$ cat src/hdl/tcf_pkg.sv
`timescale 1ns / 1ps
`default_nettype none

package tcf_pkg;

   typedef enum logic [3:0] {
      ST_CLOSED      = 4'd0,
      ST_LISTEN      = 4'd1,
      ST_SYN_SENT    = 4'd2,
      ST_SYN_RCVD    = 4'd3,
      ST_ESTABLISHED = 4'd4,
      ST_FIN_WAIT_1  = 4'd5,
      ST_FIN_WAIT_2  = 4'd6,
      ST_CLOSE_WAIT  = 4'd7,
      ST_LAST_ACK    = 4'd8
   } state_type;

   typedef enum logic [1:0] {
      OP_START   = 2'd0,
      OP_SEGMENT = 2'd1,
      OP_CLOSE   = 2'd2,
      OP_DATA    = 2'd3
   } op_type;

   typedef enum logic [0:0] {
      CSR_ACTIVE_OPEN = 1'b0,
      CSR_INITIAL_SEQ = 1'b1
   } csr_index_type;

   // Received flag bit positions
   localparam int unsigned FIN_BIT = 0;
   localparam int unsigned SYN_BIT = 1;
   localparam int unsigned ACK_BIT = 4;

   // Sent flag codes
   localparam logic [7:0] FLAG_NONE = 8'd0;
   localparam logic [7:0] FLAG_FIN  = 8'd1;
   localparam logic [7:0] FLAG_SYN  = 8'd2;
   localparam logic [7:0] FLAG_ACK  = 8'd16;

   localparam logic [31:0] INITIAL_SEQ_RESET = 32'd1;

   typedef struct packed {
      logic        tx_segment;
      logic [7:0]  send_flags;
      logic [31:0] send_seq;
      logic [31:0] send_ack;
      logic        deliver_to_app;
      logic        fin_to_app;
      logic        unblock_app;
   } result_type;

endpackage

`default_nettype wire

$ cat src/hdl/tcp_connection_fsm_top.sv
`timescale 1ns / 1ps
`default_nettype none
// Single-connection TCP state machine.
// Request channel (req_*): one event per item: start, network segment,
// application close or application data, with the segment flags, sequence
// and acknowledgement numbers. Every item yields exactly one result item on
// the response channel (rsp_*): the segment to send, application signals
// and the connection state after the event.
// Configuration (csr_*): index 0 selects client/server mode, index 1 sets
// the initial sequence number; csr_ready is always high. Write only while
// no item is in flight.
// An accepted item is registered in the input register, decided, and its
// result loaded into the output register, which drives rsp_valid.
// Throughput: one item per cycle while rsp_stall is low, set by the
// combinational state update between the input and output registers.
// When rsp_stall is held, the result holds and one more item is buffered in
// the input register before req_stall rises.
// Reset (synchronous, active high) empties both registers, returns the
// connection to listen, clears client mode and sets the sequence number to 1.
module tcp_connection_fsm_top (
   input  wire        clock,
   input  wire        reset,
   input  wire        req_valid,
   output logic       req_stall,
   input  wire [1:0]  req_operation,
   input  wire [7:0]  req_seg_flags,
   input  wire [31:0] req_seg_seq,
   input  wire [31:0] req_seg_ack,
   output logic       rsp_valid,
   input  wire        rsp_stall,
   output logic       rsp_tx_segment,
   output logic [7:0] rsp_send_flags,
   output logic [31:0] rsp_send_seq,
   output logic [31:0] rsp_send_ack,
   output logic       rsp_deliver_to_app,
   output logic       rsp_fin_to_app,
   output logic       rsp_unblock_app,
   output logic [3:0] rsp_conn_state,
   output logic       rsp_conn_done,
   input  wire        csr_valid,
   output logic       csr_ready,
   input  wire [0:0]  csr_index,
   input  wire [31:0] csr_data
);

   logic                active_open_ff;
   logic [31:0]         initial_seq_ff;
   tcf_pkg::state_type  state_ff;
   tcf_pkg::state_type  state_in;

   logic                in_valid_ff;
   logic                in_valid_in;
   logic [1:0]          operation_ff;
   logic [7:0]          seg_flags_ff;
   logic [31:0]         seg_seq_ff;
   logic [31:0]         seg_ack_ff;

   logic                out_valid_ff;
   logic                out_valid_in;
   tcf_pkg::result_type result_ff;
   tcf_pkg::result_type result_in;
   tcf_pkg::state_type  out_state_ff;

   logic                advance;
   logic                req_take;

   assign advance   = in_valid_ff && (!out_valid_ff || !rsp_stall);
   assign req_stall = in_valid_ff && !advance;
   assign req_take  = req_valid && !req_stall;
   assign csr_ready = 1'b1;

   assign in_valid_in  = req_take || (in_valid_ff && !advance);
   assign out_valid_in = advance || (out_valid_ff && rsp_stall);

   tcf_next u_next (
      .state       (state_ff),
      .active_open (active_open_ff),
      .initial_seq (initial_seq_ff),
      .operation   (tcf_pkg::op_type'(operation_ff)),
      .seg_flags   (seg_flags_ff),
      .seg_seq     (seg_seq_ff),
      .seg_ack     (seg_ack_ff),
      .state_next  (state_in),
      .result      (result_in)
   );

   always_ff @(posedge clock) begin
      if (reset) begin
         active_open_ff <= 1'b0;
         initial_seq_ff <= tcf_pkg::INITIAL_SEQ_RESET;
      end else if (csr_valid && csr_ready) begin
         case (tcf_pkg::csr_index_type'(csr_index))
            tcf_pkg::CSR_ACTIVE_OPEN: active_open_ff <= csr_data[0];
            tcf_pkg::CSR_INITIAL_SEQ: initial_seq_ff <= csr_data;
            default: begin
               active_open_ff <= active_open_ff;
            end
         endcase
      end
   end

   always_ff @(posedge clock) begin
      if (reset) begin
         state_ff     <= tcf_pkg::ST_LISTEN;
         in_valid_ff  <= 1'b0;
         out_valid_ff <= 1'b0;
      end else begin
         in_valid_ff  <= in_valid_in;
         out_valid_ff <= out_valid_in;
         if (advance) begin
            state_ff <= state_in;
         end
      end
   end

   always_ff @(posedge clock) begin
      if (req_take) begin
         operation_ff <= req_operation;
         seg_flags_ff <= req_seg_flags;
         seg_seq_ff   <= req_seg_seq;
         seg_ack_ff   <= req_seg_ack;
      end
      // load the decision together with the state it leads to
      if (advance) begin
         result_ff    <= result_in;
         out_state_ff <= state_in;
      end
   end

   assign rsp_valid          = out_valid_ff;
   assign rsp_tx_segment     = result_ff.tx_segment;
   assign rsp_send_flags     = result_ff.send_flags;
   assign rsp_send_seq       = result_ff.send_seq;
   assign rsp_send_ack       = result_ff.send_ack;
   assign rsp_deliver_to_app = result_ff.deliver_to_app;
   assign rsp_fin_to_app     = result_ff.fin_to_app;
   assign rsp_unblock_app    = result_ff.unblock_app;
   assign rsp_conn_state     = out_state_ff;
   assign rsp_conn_done      = (out_state_ff == tcf_pkg::ST_CLOSED);

endmodule

`default_nettype wire

$ cat src/hdl/tcf_next.sv
`timescale 1ns / 1ps
`default_nettype none

module tcf_next (
   input  wire tcf_pkg::state_type  state,
   input  wire                      active_open,
   input  wire [31:0]               initial_seq,
   input  wire tcf_pkg::op_type     operation,
   input  wire [7:0]                seg_flags,
   input  wire [31:0]               seg_seq,
   input  wire [31:0]               seg_ack,
   output tcf_pkg::state_type       state_next,
   output tcf_pkg::result_type      result
);

   logic        has_fin;
   logic        has_syn;
   logic        has_ack;
   logic        ack_match;
   logic [31:0] isn_next;
   logic [31:0] peer_next;

   assign has_fin   = seg_flags[tcf_pkg::FIN_BIT];
   assign has_syn   = seg_flags[tcf_pkg::SYN_BIT];
   assign has_ack   = seg_flags[tcf_pkg::ACK_BIT];
   assign isn_next  = initial_seq + 32'd1;
   assign peer_next = seg_seq + 32'd1;
   assign ack_match = (seg_ack == isn_next);

   always_comb begin
      state_next = state;
      case (operation)
         tcf_pkg::OP_START: begin
            if (state == tcf_pkg::ST_LISTEN && active_open) begin
               state_next = tcf_pkg::ST_SYN_SENT;
            end
         end
         tcf_pkg::OP_SEGMENT: begin
            case (state)
               tcf_pkg::ST_LISTEN: begin
                  if (!active_open && has_syn) state_next = tcf_pkg::ST_SYN_RCVD;
               end
               tcf_pkg::ST_SYN_SENT: begin
                  if (has_syn && has_ack && ack_match) state_next = tcf_pkg::ST_ESTABLISHED;
               end
               tcf_pkg::ST_SYN_RCVD: begin
                  if (has_ack && ack_match) state_next = tcf_pkg::ST_ESTABLISHED;
               end
               tcf_pkg::ST_ESTABLISHED: begin
                  if (has_fin) state_next = tcf_pkg::ST_CLOSE_WAIT;
               end
               tcf_pkg::ST_FIN_WAIT_2: begin
                  if (has_fin) state_next = tcf_pkg::ST_CLOSED;
               end
               tcf_pkg::ST_FIN_WAIT_1: begin
                  if (has_ack) state_next = tcf_pkg::ST_FIN_WAIT_2;
               end
               tcf_pkg::ST_LAST_ACK: begin
                  if (has_ack) state_next = tcf_pkg::ST_CLOSED;
               end
               default: begin
                  state_next = state;
               end
            endcase
         end
         tcf_pkg::OP_CLOSE: begin
            if (state == tcf_pkg::ST_ESTABLISHED) begin
               state_next = tcf_pkg::ST_FIN_WAIT_1;
            end else if (state == tcf_pkg::ST_CLOSE_WAIT) begin
               state_next = tcf_pkg::ST_LAST_ACK;
            end
         end
         default: begin
            state_next = state;
         end
      endcase
   end

   always_comb begin
      result = '0;
      case (operation)
         tcf_pkg::OP_START: begin
            if (state == tcf_pkg::ST_LISTEN && active_open) begin
               result.tx_segment = 1'b1;
               result.send_flags = tcf_pkg::FLAG_SYN;
               result.send_seq   = initial_seq;
            end
         end
         tcf_pkg::OP_SEGMENT: begin
            case (state)
               tcf_pkg::ST_LISTEN: begin
                  if (!active_open && has_syn) begin
                     result.tx_segment = 1'b1;
                     result.send_flags = tcf_pkg::FLAG_SYN | tcf_pkg::FLAG_ACK;
                     result.send_seq   = initial_seq;
                     result.send_ack   = peer_next;
                  end
               end
               tcf_pkg::ST_SYN_SENT: begin
                  if (has_syn && has_ack && ack_match) begin
                     result.tx_segment  = 1'b1;
                     result.send_flags  = tcf_pkg::FLAG_ACK;
                     result.send_ack    = peer_next;
                     result.unblock_app = 1'b1;
                  end
               end
               tcf_pkg::ST_SYN_RCVD: begin
                  result.unblock_app = has_ack && ack_match;
               end
               tcf_pkg::ST_ESTABLISHED,
               tcf_pkg::ST_FIN_WAIT_2: begin
                  if (has_fin) begin
                     result.tx_segment = 1'b1;
                     result.send_flags = tcf_pkg::FLAG_ACK;
                     result.fin_to_app = 1'b1;
                  end else begin
                     result.deliver_to_app = 1'b1;
                  end
               end
               tcf_pkg::ST_FIN_WAIT_1,
               tcf_pkg::ST_LAST_ACK: begin
                  result.deliver_to_app = !has_ack;
               end
               tcf_pkg::ST_CLOSE_WAIT: begin
                  result.deliver_to_app = 1'b1;
               end
               default: begin
                  result = '0;
               end
            endcase
         end
         tcf_pkg::OP_CLOSE: begin
            if (state == tcf_pkg::ST_ESTABLISHED || state == tcf_pkg::ST_CLOSE_WAIT) begin
               result.tx_segment = 1'b1;
               result.send_flags = tcf_pkg::FLAG_FIN;
            end
         end
         tcf_pkg::OP_DATA: begin
            if (state == tcf_pkg::ST_ESTABLISHED || state == tcf_pkg::ST_FIN_WAIT_1 ||
                state == tcf_pkg::ST_FIN_WAIT_2 || state == tcf_pkg::ST_CLOSE_WAIT ||
                state == tcf_pkg::ST_LAST_ACK) begin
               result.tx_segment = 1'b1;
               result.send_flags = tcf_pkg::FLAG_NONE;
            end
         end
         default: begin
            result = '0;
         end
      endcase
   end

endmodule

`default_nettype wire
$ cat config.mk
export PLATFORM = sky130hd
export DESIGN_NAME = tcp_connection_fsm_top
export DESIGN_NICKNAME = d
export VERILOG_FILES = /design/src/hdl/tcf_pkg.sv /design/src/hdl/tcp_connection_fsm_top.sv /design/src/hdl/tcf_next.sv
export SDC_FILE = /design/constraint.sdc
export NUM_CORES = 1
export LEC_CHECK = 0
export BUFFER_PORTS_ARGS = -buffer_cell sky130_fd_sc_hd__buf_2
export CAP_MARGIN = 25
export CORE_UTILIZATION = 38
export DETAILED_ROUTE_END_ITERATION = 10
export PLACE_DENSITY_LB_ADDON = 0.12
export RECOVER_POWER = 50
export SYNTH_ARGS = -nofsm -noshare
export SYNTH_HDL_FRONTEND = slang
export SYNTH_SLANG_ARGS = --single-unit
$ cat constraint.sdc
create_clock -name clock -period 4.03 [get_ports clock]
set_input_delay 0.2015 -clock clock [delete_from_list [all_inputs] [get_ports clock]]
set_output_delay 0.2015 -clock clock [all_outputs]
set_load 0.01 [all_outputs]
==> qor_table.md <==
| Metric | Reported | Unit |
|:---|:---|:---|
| Detail Placement HPWL | 14130 | um |
| Residual DRC count | 0 | - |
| Met2 routed wirelength | 10460 | um |
| Min Tclk post-route | 3.845 | ns |
| Fmax | 260.1 | MHz |
| Most frequent cells in the layout | edfxtp_1, nand2_1, clkbuf_1 | - |
| Average wire length per cell after detail routing | 16.01 | um |
| Required @ worst endpoint | 4.31 | ns |
| Nets | 1121 | - |
| Synthesized netlist cell count | 746 | - |
| Min setup slack post-route | 0.1854 | ns |
| Routed wire length | 20730 | um |
| Dpl cell area | 9524 | sq um |
| Final clock period utilization by the worst path | 95.40 | % |
| Routability-driven placement congestion ratio | 0.8238 | - |
| Static leakage | 0.003877 | uW |
| Amount of wire on met3 after detailed routing | 911 | um |
| Failing checks | capacitance limit, slew limit | - |
| Clock buffer count from CTS | 17 | - |
| Post-route design area | 10800 | sq um |
| Number of H-tree branching levels | 4 | - |
| Via density | 4.893 | - |
| Max Cap Violations | 1 | - |
| Total setup buffers inserted after CTS | 0 | - |
| Crit. End Element | flop | - |
| Kind of start point of the critical path | flop | - |
| GRT Overall Usage | 18.55 | % |
| FFs w/ async S/R, synth | 0 | % |
| Post-route antenna net violation count | 0 | - |
| Number of port buffers | 184 | - |
| Share of post-route cells with drive strength above 1 | 13.92 | % |
| Total inserted antenna cells | 0 | - |
| Antenna violations before repair | 0 | - |
| Syn_area_per_cell | 11.15 | sq um |
| Clock skew after layout | 0.01079 | ns |
| Master cell of the clock root buffer | clkbuf_16 | - |
| Outcome | complete, but fails checks | - |
| Max-slew headroom at the worst pin | -26.70 | % |
| Endpoint arrival time on the critical path | 4.12 | ns |
| Wire length of the first global-routing pass | 31080 | um |
| Number of enable flip-flop cells after synthesis | 144 | - |
| Total gr overflow | 0 | - |
| Max Used Layer | met4 | - |
| Register area share after synthesis | 61.36 | % |
| RSZ-0062 raised after global routing | no | - |
| Power density cells | 393.5 | nW/um^2 |
| X dimension of the die | 150.0 | um |
| Die area | 22490 | sq um |
| Number of placement rows | 53 | - |
| Endpoints failing hold | 0 | - |
| Unique cell type count in the Yosys netlist | 58 | - |
| Area added between synthesis and finish | 29.76 | % |
| Worst setup timing slack at the placement stage | 0.1938 | ns |
| Number of global-route vias before repair | 5929 | - |
| Number of top-level pins | 196 | - |
| Clock tree from TritonCTS | yes | - |
| Die H | 150.0 | um |
| Clock insertion delay at the later pin of the skew report | 0.43 | ns |
| Critical path class | reg -> reg | - |
| Number of design-rule violations left by the first detailed-router iteration | 367 | - |
| Initial core utilization | 39.20 | % |
| Final setup TNS | 0 | ns |
| Share of the core filled with cells in the final layout | 50.87 | % |
| Number of slew-limit violations in the final report | 40 | - |
| Number of flip-flops and latches in the synthesized netlist | 183 | - |
| Cell area after synthesis | 8319 | sq um |
| Count of vias placed by the detailed router | 6336 | - |
| Slew at the pin closest to its max-slew limit | 1.901 | ns |
| Deepest clock path buffer count | 2 | - |
| Clk slew on worst S/H paths | 0.07 | ns |
| Worst hold-check path type | in -> reg | - |
| Detailed-routing wirelength on met1 | 9194 | um |
| Pin count of the biggest net entering global routing | 70 | - |
| Worst hold slack | 0.01173 | ns |
| Most common library cell in the layout ignoring fill and taps | edfxtp_1 | - |
| Core Box Area | 21220 | sq um |
| Yosys warning count | 0 | - |
| Number of detailed-route iterations in the first pass | 6 | - |
| Maximum fanout encountered on the critical timing path | 16 | - |
| Final setup violation count | 0 | - |
| Maximum ir drop on the vdd rail | 287.5 | uV |
| Dominant synthesized flop cell | edfxtp_1 | - |
| Number of clock sinks seen by CTS | 183 | - |
-- layout make-up --
cell class                      count  area (sq um)
Timing Repair Buffer              274          1688
Multi-Input combinational cell    512          3002
Sequential cell                   183          5105
Fill cell                        2007         10430
Inverter                           19         71.32
Clock buffer                       23         511.7
Tap cell                          275         344.1
Clock inverter                      9         73.82
-- critical path: stages, from the launching register on --
cell,delay (ns)
dfxtp_1,0.40
ha_1,0.22
nand3_1,0.13
or4_1,0.67
or4b_1,0.51
a31oi_1,0.16
o32ai_1,0.16
or4_4,0.61
nor3_4,0.33
o211ai_4,0.26
nor2_1,0.22
-- Yosys cell counts, drive strengths merged (2+ instances only) --
cell	instances	area share, %
a2111oi	2	0.21
a21o	2	0.18
a21oi	44	2.6
a31o	2	0.21
a31oi	3	0.23
a32oi	2	0.21
and2	32	2.4
and3	11	0.83
and4	7	0.74
buf	12	1.1
clkbuf	25	1.1
conb	2	0.090
dfxtp	39	9.4
edfxtp	144	52
ha	2	0.30
inv	19	0.86
mux2i	2	0.24
nand2	96	4.3
nand2b	2	0.15
nand3	35	2.3
nand4	15	1.1
nor2	76	3.4
nor2b	8	0.60
nor3	22	1.5
nor3b	3	0.27
nor4	8	0.60
nor4b	2	0.29
o211ai	6	0.71
o21a	4	0.36
o21ai	14	0.84
o22ai	2	0.15
o31a	2	0.21
o31ai	2	0.18
o32ai	2	0.21
or3	3	0.23
or4	6	0.59
xnor2	37	3.9
xor2	39	4.1
-- metal layers --
| metal | up-vias | global-route usage (%) |
|---|---|---|
| met5 | - | 0 |
| met4 | 0 | 4.798 |
| met3 | 13 | 3.628 |
| met2 | 193 | 32.64 |
| met1 | 2957 | 23.15 |
| li1 | 3173 | - |
-- logic make-up after synthesis --
logic type                 Yosys count  share of synthesized area, %
and+or+nand+nor                    330                         19.73
buffers and inverters               56                         3.083
DFF                                183                         61.36
AOI/OAI and AO/OA                   94                         7.054
other                                2                       0.09027
muxes                                3                        0.3760
adders and majority gates            2                        0.3007
xor gates and xnor gates            76                         8.001
-- registers in the layout, summed over array words and instances, names as in the netlist --
name / count
rsp_deliver_to_app: 1
rsp_fin_to_app: 1
rsp_unblock_app: 1
rsp_valid: 1
rsp_send_seq: 32
rsp_tx_segment: 1
rsp_send_flags: 3
initial_seq_ff: 32
active_open_ff: 1
operation_ff: 2
seg_ack_ff: 32
in_valid_ff: 1
seg_flags_ff: 3
seg_seq_ff: 32
rsp_conn_state: 4
rsp_send_ack: 32
state_ff: 4
-- power by group --
group / switching [uW] / internal (uW) / leakage (uW)
Sequential: 72.6 / 2130 / 0.00176
Clock: 733 / 915 / 0.000283
Combinational: 211 / 186 / 0.00184
-- stage by stage --
step / instances / power, uW
final: 1295 / 4248
after global routing: 1295 / 4429
after CTS: 1292 / 4300
after detailed placement: 1184 / 2588
after global placement: 1184 / 2585
after floorplan: 750 / 2439
-- path summary, 6_finish.rpt --
check	start	slack, ns	end	cells after the start
setup / recovery	initial_seq_ff[1]$_SDFFE_PP0P_	0.19	rsp_send_ack[11]$_SDFFCE_PN0P_	10
hold / removal	csr_data[18]	0.01	initial_seq_ff[18]$_SDFFE_PP0P_	3
setup reg to reg	initial_seq_ff[1]$_SDFFE_PP0P_	0.19	rsp_send_ack[11]$_SDFFCE_PN0P_	10
hold reg to reg	in_valid_ff$_SDFF_PP0_	0.49	rsp_valid$_SDFF_PP0_	2
-- what timing repair did --
action,in CTS,in global routing
hold buffers,76,2
gates resized for setup,0,1
endpoints found under the hold margin,76,2
setup endpoints to repair,0,29
(Power assumes the default switching activity.)
